--- config.mk ---
export PLATFORM = sky130hd
export DESIGN_NAME = sensor_record_decoder_stats_core
export DESIGN_NICKNAME = d
export VERILOG_FILES = /design/src/hw/rtl/srds_pkg.sv /design/src/hw/rtl/srds_fifo.sv /design/src/hw/rtl/srds_front.sv /design/src/hw/rtl/srds_back.sv /design/src/hw/rtl/sensor_record_decoder_stats_core.sv
export SDC_FILE = /design/constraint.sdc
export NUM_CORES = 2
export LEC_CHECK = 0
export BUFFER_PORTS_ARGS = -buffer_cell sky130_fd_sc_hd__buf_2
export CAP_MARGIN = 20
export CORE_UTILIZATION = 50
export DETAILED_ROUTE_END_ITERATION = 12
export PLACE_DENSITY_LB_ADDON = 0.12
export SLEW_MARGIN = 40
export SYNTH_ARGS = -nofsm -noshare
export SYNTH_HDL_FRONTEND = slang
export SYNTH_SLANG_ARGS = --single-unit
--- constraint.sdc ---
create_clock -name clk -period 17.33 [get_ports clk]
set_input_delay 1.733 -clock clk [delete_from_list [all_inputs] [get_ports clk]]
set_output_delay 1.733 -clock clk [all_outputs]
set_load 0.1 [all_outputs]
--- src/hw/rtl/srds_pkg.sv ---
`timescale 1ns / 1ps
package srds_pkg;

    localparam int MaxRecords = 12;
    localparam int WindowLen  = 10;
    localparam int NumScalar  = 9;
    localparam int PtrW       = $clog2(WindowLen);
    localparam int RecW       = $clog2(MaxRecords + 1);

    typedef enum logic [1:0] {
        PH_CHANNEL = 2'd0,
        PH_TYPE    = 2'd1,
        PH_PAYLOAD = 2'd2,
        PH_IDLE    = 2'd3
    } phase_t;

    typedef enum logic [3:0] {
        K_DIN = 4'd0, K_DOUT = 4'd1, K_AIN = 4'd2, K_AOUT = 4'd3,
        K_LUX = 4'd4, K_PRES = 4'd5, K_TEMP = 4'd6, K_HUM = 4'd7,
        K_ACCEL = 4'd8, K_BARO = 4'd9, K_GYRO = 4'd10, K_GPS = 4'd11
    } kind_t;

    typedef struct packed {
        logic        err;
        logic [7:0]  channel;
        kind_t       kind;
        logic [23:0] x;
        logic [23:0] y;
        logic [23:0] z;
    } rec_t;

    function automatic logic [3:0] kind_len(input kind_t k);
        case (k)
            K_DIN, K_DOUT, K_PRES, K_HUM: kind_len = 4'd1;
            K_ACCEL, K_GYRO:              kind_len = 4'd6;
            K_GPS:                        kind_len = 4'd9;
            default:                      kind_len = 4'd2;
        endcase
    endfunction

    function automatic logic kind_signed(input kind_t k);
        case (k)
            K_AIN, K_AOUT, K_TEMP, K_ACCEL, K_GYRO, K_GPS: kind_signed = 1'b1;
            default:                                       kind_signed = 1'b0;
        endcase
    endfunction

    function automatic logic [4:0] decode_type(input logic [7:0] b);
        unique case (b)
            8'd0:    decode_type = {1'b1, K_DIN};
            8'd1:    decode_type = {1'b1, K_DOUT};
            8'd2:    decode_type = {1'b1, K_AIN};
            8'd3:    decode_type = {1'b1, K_AOUT};
            8'd101:  decode_type = {1'b1, K_LUX};
            8'd102:  decode_type = {1'b1, K_PRES};
            8'd103:  decode_type = {1'b1, K_TEMP};
            8'd104:  decode_type = {1'b1, K_HUM};
            8'd113:  decode_type = {1'b1, K_ACCEL};
            8'd115:  decode_type = {1'b1, K_BARO};
            8'd134:  decode_type = {1'b1, K_GYRO};
            8'd136:  decode_type = {1'b1, K_GPS};
            default: decode_type = 5'd0;
        endcase
    endfunction

    function automatic logic [3:0] kind_slot(input kind_t k);
        kind_slot = (k == K_BARO) ? 4'd8 : k;
    endfunction

    function automatic logic [17:0] min_reset(input logic [3:0] s);
        case (s)
            4'd2, 4'd3:       min_reset = 18'sd100000;
            4'd5, 4'd6, 4'd8: min_reset = 18'sd10000;
            4'd7:             min_reset = 18'sd2000;
            default:          min_reset = 18'sd1000;
        endcase
    endfunction

endpackage

--- src/hw/rtl/srds_fifo.sv ---
`timescale 1ns / 1ps
module srds_fifo (
    input  logic           clk,
    input  logic           rst_n,
    input  logic           wr_en,
    input  srds_pkg::rec_t wr_data,
    output logic           full,
    input  logic           rd_en,
    output srds_pkg::rec_t rd_data,
    output logic           empty
);
    import srds_pkg::*;

    rec_t        mem_reg [2];
    logic [1:0]  wp_reg, rp_reg;

    assign full    = (wp_reg[0] == rp_reg[0]) && (wp_reg[1] != rp_reg[1]);
    assign empty   = (wp_reg == rp_reg);
    assign rd_data = mem_reg[rp_reg[0]];

    always_ff @(posedge clk or negedge rst_n)
    begin
        if (!rst_n)
        begin
            wp_reg <= '0;
            rp_reg <= '0;
        end
        else
        begin
            if (wr_en) wp_reg <= wp_reg + 2'd1;
            if (rd_en) rp_reg <= rp_reg + 2'd1;
        end
    end

    always_ff @(posedge clk)
    begin
        if (wr_en) mem_reg[wp_reg[0]] <= wr_data;
    end
endmodule

--- src/hw/rtl/srds_front.sv ---
`timescale 1ns / 1ps
module srds_front (
    input  logic           clk,
    input  logic           rst_n,
    input  logic           in_fire,
    input  logic [7:0]     data_byte,
    input  logic           frame_start,
    output logic           rec_valid,
    output srds_pkg::rec_t rec
);
    import srds_pkg::*;

    phase_t            phase_reg, phase_next;
    logic [3:0]        idx_reg, idx_next;
    kind_t             kind_reg, kind_next;
    logic [7:0]        chan_reg, chan_next;
    logic [RecW-1:0]   nrec_reg, nrec_next;
    logic [7:0]        pay_reg [8];
    phase_t            ph;
    logic [RecW-1:0]   nr;
    logic [3:0]        ix;
    logic [4:0]        dt;
    logic              sg;

    always_comb
    begin
        ph = frame_start ? PH_CHANNEL : phase_reg;
        nr = frame_start ? '0 : nrec_reg;
        ix = frame_start ? 4'd0 : idx_reg;
        dt = decode_type(data_byte);
        phase_next = ph;
        idx_next   = ix;
        kind_next  = kind_reg;
        chan_next  = chan_reg;
        nrec_next  = nr;
        rec_valid  = 1'b0;
        unique case (ph)
            PH_CHANNEL:
            begin
                chan_next  = data_byte;
                phase_next = PH_TYPE;
            end
            PH_TYPE:
            begin
                if (!dt[4])
                begin
                    phase_next = PH_IDLE;
                    rec_valid  = 1'b1;
                end
                else
                begin
                    kind_next  = kind_t'(dt[3:0]);
                    idx_next   = 4'd0;
                    phase_next = PH_PAYLOAD;
                end
            end
            PH_PAYLOAD:
            begin
                idx_next = ix + 4'd1;
                if (ix + 4'd1 >= kind_len(kind_reg))
                begin
                    rec_valid  = 1'b1;
                    idx_next   = 4'd0;
                    nrec_next  = nr + RecW'(1);
                    phase_next = (nr + RecW'(1) >= RecW'(MaxRecords)) ? PH_IDLE : PH_CHANNEL;
                end
            end
            default: ;
        endcase
        if (!in_fire) rec_valid = 1'b0;
    end

    always_comb
    begin
        sg = kind_signed(kind_reg);
        rec = '0;
        rec.channel = chan_reg;
        if (ph == PH_TYPE)
            rec.err = 1'b1;
        else
        begin
            rec.kind = kind_reg;
            case (kind_len(kind_reg))
                4'd1: rec.x = {16'd0, data_byte};
                4'd6:
                begin
                    rec.x = {{8{pay_reg[0][7]}}, pay_reg[0], pay_reg[1]};
                    rec.y = {{8{pay_reg[2][7]}}, pay_reg[2], pay_reg[3]};
                    rec.z = {{8{pay_reg[4][7]}}, pay_reg[4], data_byte};
                end
                4'd9:
                begin
                    rec.x = {pay_reg[0], pay_reg[1], pay_reg[2]};
                    rec.y = {pay_reg[3], pay_reg[4], pay_reg[5]};
                    rec.z = {pay_reg[6], pay_reg[7], data_byte};
                end
                default: rec.x = {{8{sg & pay_reg[0][7]}}, pay_reg[0], data_byte};
            endcase
        end
    end

    always_ff @(posedge clk or negedge rst_n)
    begin
        if (!rst_n)
        begin
            phase_reg <= PH_CHANNEL;
            idx_reg   <= '0;
            kind_reg  <= K_DIN;
            chan_reg  <= '0;
            nrec_reg  <= '0;
        end
        else if (in_fire)
        begin
            phase_reg <= phase_next;
            idx_reg   <= idx_next;
            kind_reg  <= kind_next;
            chan_reg  <= chan_next;
            nrec_reg  <= nrec_next;
        end
    end

    always_ff @(posedge clk)
    begin
        if (in_fire && ph == PH_PAYLOAD && ix < 4'd8) pay_reg[ix[2:0]] <= data_byte;
    end
endmodule

--- src/hw/rtl/srds_back.sv ---
`timescale 1ns / 1ps
module srds_back (
    input  logic               clk,
    input  logic               rst_n,
    input  logic               q_empty,
    input  srds_pkg::rec_t     q_data,
    output logic               q_pop,
    output logic               out_valid,
    input  logic               out_stall,
    output logic [7:0]         channel,
    output logic [3:0]         sensor_kind,
    output logic               status,
    output logic signed [23:0] value_x,
    output logic signed [23:0] value_y,
    output logic signed [23:0] value_z,
    output logic signed [17:0] min_value,
    output logic signed [17:0] max_value,
    output logic signed [19:0] window_sum,
    output logic               digital_mean
);
    import srds_pkg::*;

    localparam int TotW = 17 + $clog2(WindowLen + 1);

    logic signed [16:0]    win_reg [NumScalar][WindowLen];
    logic signed [TotW-1:0] tot_reg [NumScalar];
    logic signed [17:0]    mn_reg  [NumScalar];
    logic signed [17:0]    mx_reg  [NumScalar];
    logic                  ov_reg;
    rec_t                  o_reg;
    logic signed [17:0]    omn_reg, omx_reg;
    logic signed [19:0]    osum_reg;
    logic                  odm_reg;

    logic                  scal;
    logic [3:0]            s;
    logic signed [17:0]    xv;
    logic signed [TotW-1:0] tn;
    logic signed [17:0]    mnn, mxn;
    logic signed [19:0]    sat;

    assign q_pop = !q_empty && (!ov_reg || !out_stall);

    always_comb
    begin
        scal = !q_data.err && q_data.kind != K_ACCEL && q_data.kind != K_GYRO
               && q_data.kind != K_GPS;
        s    = scal ? kind_slot(q_data.kind) : 4'd0;
        xv   = 18'(signed'(q_data.x));
        tn   = tot_reg[s] - TotW'(win_reg[s][WindowLen-1])
               + TotW'(signed'(xv[16:0]));
        mnn  = (xv < mn_reg[s]) ? xv : mn_reg[s];
        mxn  = (xv > mx_reg[s]) ? xv : mx_reg[s];
        if (tn > TotW'(524287))       sat = 20'sd524287;
        else if (tn < -TotW'(524288)) sat = -20'sd524288;
        else                          sat = 20'(tn);
    end

    always_ff @(posedge clk or negedge rst_n)
    begin
        if (!rst_n)
        begin
            ov_reg <= 1'b0;
            for (int i = 0; i < NumScalar; i++)
            begin
                tot_reg[i] <= '0;
                mn_reg[i]  <= min_reset(4'(i));
                mx_reg[i]  <= '0;
                for (int j = 0; j < WindowLen; j++) win_reg[i][j] <= '0;
            end
        end
        else
        begin
            if (q_pop) ov_reg <= 1'b1;
            else if (!out_stall) ov_reg <= 1'b0;
            if (q_pop && scal)
            begin
                tot_reg[s] <= tn;
                win_reg[s][0] <= xv[16:0];
                for (int j = 1; j < WindowLen; j++) win_reg[s][j] <= win_reg[s][j-1];
                mn_reg[s] <= mnn;
                mx_reg[s] <= mxn;
            end
        end
    end

    always_ff @(posedge clk)
    begin
        if (q_pop)
        begin
            o_reg    <= q_data;
            omn_reg  <= scal ? mnn : '0;
            omx_reg  <= scal ? mxn : '0;
            osum_reg <= scal ? sat : '0;
            odm_reg  <= scal && (q_data.kind == K_DIN || q_data.kind == K_DOUT)
                        && (tn * 2 > TotW'(WindowLen));
        end
    end

    assign out_valid    = ov_reg;
    assign channel      = o_reg.channel;
    assign sensor_kind  = o_reg.kind;
    assign status       = o_reg.err;
    assign value_x      = o_reg.x;
    assign value_y      = o_reg.y;
    assign value_z      = o_reg.z;
    assign min_value    = omn_reg;
    assign max_value    = omx_reg;
    assign window_sum   = osum_reg;
    assign digital_mean = odm_reg;
endmodule

--- src/hw/rtl/sensor_record_decoder_stats_core.sv ---
`timescale 1ns / 1ps
// channel | direction | handshake        | payload
// in      | sink      | in_valid/in_stall | data_byte, frame_start
// out     | source    | out_valid/out_stall | channel .. digital_mean
// One byte per cycle while in_stall is low; records pass the queue and output register.
// Two-entry record queue between parser and statistics; in_stall rises when it is full.
// Reset clears parser, queue and statistics at once; minimums load per-kind values.
module sensor_record_decoder_stats_core (
    input  logic               clk,
    input  logic               rst_n,
    input  logic               in_valid,
    output logic               in_stall,
    input  logic [7:0]         data_byte,
    input  logic               frame_start,
    output logic               out_valid,
    input  logic               out_stall,
    output logic [7:0]         channel,
    output logic [3:0]         sensor_kind,
    output logic               status,
    output logic signed [23:0] value_x,
    output logic signed [23:0] value_y,
    output logic signed [23:0] value_z,
    output logic signed [17:0] min_value,
    output logic signed [17:0] max_value,
    output logic signed [19:0] window_sum,
    output logic               digital_mean
);
    import srds_pkg::*;

    logic in_fire, rec_valid, full, empty, pop;
    rec_t rec, qd;

    assign in_stall = full;
    assign in_fire  = in_valid && !full;

    srds_front u_front (.clk, .rst_n, .in_fire, .data_byte, .frame_start,
        .rec_valid, .rec);

    srds_fifo u_fifo (.clk, .rst_n, .wr_en(rec_valid), .wr_data(rec), .full,
        .rd_en(pop), .rd_data(qd), .empty);

    srds_back u_back (.clk, .rst_n, .q_empty(empty), .q_data(qd), .q_pop(pop),
        .out_valid, .out_stall, .channel, .sensor_kind, .status, .value_x,
        .value_y, .value_z, .min_value, .max_value, .window_sum, .digital_mean);
endmodule

==> reports/summary.log <==
qor: logic_synthesis.dominantRegCellSynth sky130_fd_sc_hd__dfrtp_1
qor: floorplanning.dieArea 206000 um^2
qor: clocking.number_of_buffers_added_by_the_clock_tree_synthesis_step 278
qor: sta.max-slew-margin-rel 40.8%
qor: route.drtPass1Iterations 10
qor: sta.worstMarginPinSlew 0.889 ns
qor: sta.timing.fmax 128 MHz
qor: logic_synthesis.synth_area_per_cell 10.1 um^2
qor: logic_synthesis.netlist_area 102000 um^2
qor: sta.clock_tree_skew_after_final_layout 0.0553 ns
qor: global_route.largest_net_degree_at_the_start_of_global_routing 181
qor: floorplanning.floorplan.initialDensity 50.4%
qor: logic_synthesis.synthArstFlopShare 84.6%
qor: floorplanning.std_cell_rows 165
qor: worst_hold_path.timing.hold.worst.class flop to flop
qor: power_and_ir_drop.pwr_density_cell 199 nW/um^2
qor: global_route.gr-usage-all-layers 28.8%
qor: clocking.cts-hold-fix-buffers 0
qor: clocking.cts-root-to-sink-buffers 4
qor: place.io_buffers 156
qor: logic_synthesis.synth_most_common_cell sky130_fd_sc_hd__nand2_1
qor: logic_synthesis.most_frequent_cells_after_synthesis 2315 x sky130_fd_sc_hd__nand2_1, 2019 x sky130_fd_sc_hd__dfrtp_1, 1723 x sky130_fd_sc_hd__o21ai_0
qor: floorplanning.die_width 454 um
qor: clocking.clock-sinks 2446
qor: route.drt_first_iter_violations 9003
qor: sta.report.final.hold_viol_count 0
qor: logic_synthesis.yosys_warnings 0
qor: route.post_drt_via_cell_ratio 6.05
qor: worst_setup_path.path_class flop to flop
qor: floorplanning.design.portCount 157
qor: status.outcome complete, no violations
qor: logic_synthesis.synth.top_cells.by_area sky130_fd_sc_hd__dfrtp_1 50%, sky130_fd_sc_hd__edfxtp_1 11%, sky130_fd_sc_hd__nand2_1 8.5%
qor: layout.final_util 56.8%
qor: worst_setup_path.r2r.worst_path.cells 16
qor: sta.finalWorstPathRequiredPeriod 7.82 ns
qor: floorplanning.die-height 454 um
qor: logic_synthesis.syn_nets 10200
qor: logic_synthesis.netlist.area_leader.share 49.5%
qor: route.route.antenna.remaining_nets 0
qor: sta.report.final.setup_viol 0
qor: logic_synthesis.synth_seq_cells 2446
qor: worst_setup_path.crit_arrival 8.45 ns
qor: layout.drive_gt1_share 11.0%
qor: global_route.antenna_found_initial 8
qor: worst_setup_path.crit_fanout 54
qor: layout.flow.area_growth_from_synthesis 12.8%
qor: logic_synthesis.yosysUniqueCellTypes 78
qor: worst_hold_path.holdPathStages 2
qor: worst_setup_path.timing.critical_path.to_type flop
qor: clocking.cts_root_buffer sky130_fd_sc_hd__clkbuf_16
qor: global_route.number_of_global_route_vias_before_repair 76200
qor: sta.min_period_over_period 45.1%
qor: logic_synthesis.synth-edff-count 376
qor: global_route.grt_remaining_overflow 0
qor: power_and_ir_drop.max-vdd-ir-drop 0.000212 V
qor: power_and_ir_drop.p_leak 48.1 nW
qor: clocking.clock_tree_from_tritoncts yes
qor: run.cap_violations 0
qor: logic_synthesis.synth_seq_area_share 61.9%
qor: route.drc_violations 0
qor: clocking.post_cts_buffers 0
qor: place.routabilityCongestion 0.852
qor: layout.final_net_count 9974
qor: worst_setup_path.critPathLaunchType flop
qor: clocking.cts_repair_resize_count 0
qor: sta.final.setup.tns 0 ns
qor: route.vias 77000
qor: place.detailed_placement_wirelength_estimate 164000 um
qor: route.route.final.wire_length 296000 um
qor: route.routed_wire_length_per_instance 23.3 um
qor: layout.largest_register_ff_count 1530
qor: global_route.grt_first_pass_wirelength 461000 um
qor: clocking.clk-insertion-delay-late 0.93 ns
qor: logic_synthesis.synth_top_area_cell sky130_fd_sc_hd__dfrtp_1
qor: sta.rsz0062_at_grt false
qor: clocking.clkTransAtPathRegs 0.06 ns
qor: floorplanning.core_area 203000 um^2
qor: logic_synthesis.postSynthCellCount 10100
qor: clocking.cts_htree_levels 5
qor: sta.finalMaxSlewViolations 0
qor: worst_setup_path.critical_path_required 17.96 ns
## final timing paths
path	endpoint	slack (ns)	start
max in group asynchronous	u_back.win_reg[1509]	13.21	rst_n
min	u_back.mn_reg[150]	0.46	u_back.mn_reg[150]
max	u_back.max_value[5]	9.51	u_fifo.rp_reg[0]
min reg2reg	u_back.mn_reg[150]	0.46	u_back.mn_reg[150]
min in group asynchronous	u_back.tot_reg[164]	0.69	rst_n
max reg2reg	u_back.max_value[5]	9.51	u_fifo.rp_reg[0]
## area by class of cell
type,count,area (um^2)
multi-input combinational,6718,36400
clock buffer,395,8130
fill,17300,87500
sequential,2446,63200
clock inverter,69,633
timing repair buffer,367,3130
inverter,63,244
antenna,6,15.0
tap,2672,3340
## kinds of logic (layout without fill, tap and decap cells)
logic type	count (synthesis)	in the layout	share of synthesized area, %
muxes	126	126	1.38
adders and majority gates	87	87	1.21
other	0	6	0
and+or+nand+nor	2972	2972	11.4
AOI/OAI and AO/OA	3513	3513	20.5
xor gates and xnor gates	20	20	0.172
DFF	2446	2446	61.9
buffers and inverters	895	894	3.42
## stage by stage
step	hold WS (ns)	instance area [um^2]	setup WS [ns]	std cells	total power [mW]
global route	0.473	115000	9.19	12700	24.1
finish	0.462	115000	9.51	12700	22.9
floorplan	0.437	102000	9.67	10100	14.3
detailed placement	0.452	106000	9.74	12300	17.1
CTS	0.463	115000	9.68	12700	22.9
global placement	0.444	105000	9.61	12200	16.8
## worst max-delay path, stage by stage, from the launching register on
cell and delay, ns:
sky130_fd_sc_hd__dfrtp_4 0.74, sky130_fd_sc_hd__nor3b_1 0.63, sky130_fd_sc_hd__nor2_1 0.23, sky130_fd_sc_hd__a21oi_4 0.17
sky130_fd_sc_hd__buf_4 0.58, sky130_fd_sc_hd__buf_4 0.83, sky130_fd_sc_hd__buf_6 0.66, sky130_fd_sc_hd__clkbuf_8 0.78
sky130_fd_sc_hd__a211oi_1 0.26, sky130_fd_sc_hd__ha_1 0.24, sky130_fd_sc_hd__a21o_1 0.17, sky130_fd_sc_hd__a21o_1 0.17
sky130_fd_sc_hd__a2111oi_0 0.63, sky130_fd_sc_hd__a31oi_2 0.48, sky130_fd_sc_hd__buf_4 0.35, sky130_fd_sc_hd__mux2_2 0.36
sky130_fd_sc_hd__nor2_1 0.06
## cells in the final DEF, fill, tap and decap left out, drive strengths merged, types with 22 or more instances in the layout
cell	instances
clkinv	50
nand3	60
dfstp	51
dfrtp	2019
a32oi	46
nor2	430
a211oi	186
a21oi	619
o31ai	22
mux2	103
o21ai	1947
a222oi	344
o221ai	37
inv	65
buf	366
o22ai	72
clkbuf	396
o22a	22
a31oi	44
nor3	48
mux2i	23
ha	67
a22oi	39
a2111oi	38
edfxtp	376
nand2	2315
## power breakdown
group	internal [mW]	switching, mW	total (mW)	leakage, nW
Combinational	2.35	6.47	8.82	12.3
Sequential	7.52	0.829	8.35	31.5
Clock	3.41	2.29	5.70	4.33
## routing by layer
layer  global-route usage, %  vias up  part of all wire [%]
met5                       0        -                0.0044
met4                    9.10        2                   2.9
met3                    4.22      459                   6.5
met2                    46.1     2668                    47
met1                    40.5    38500                    44
li1                        -    35400                     -
Power figures use the tool's default switching activity.
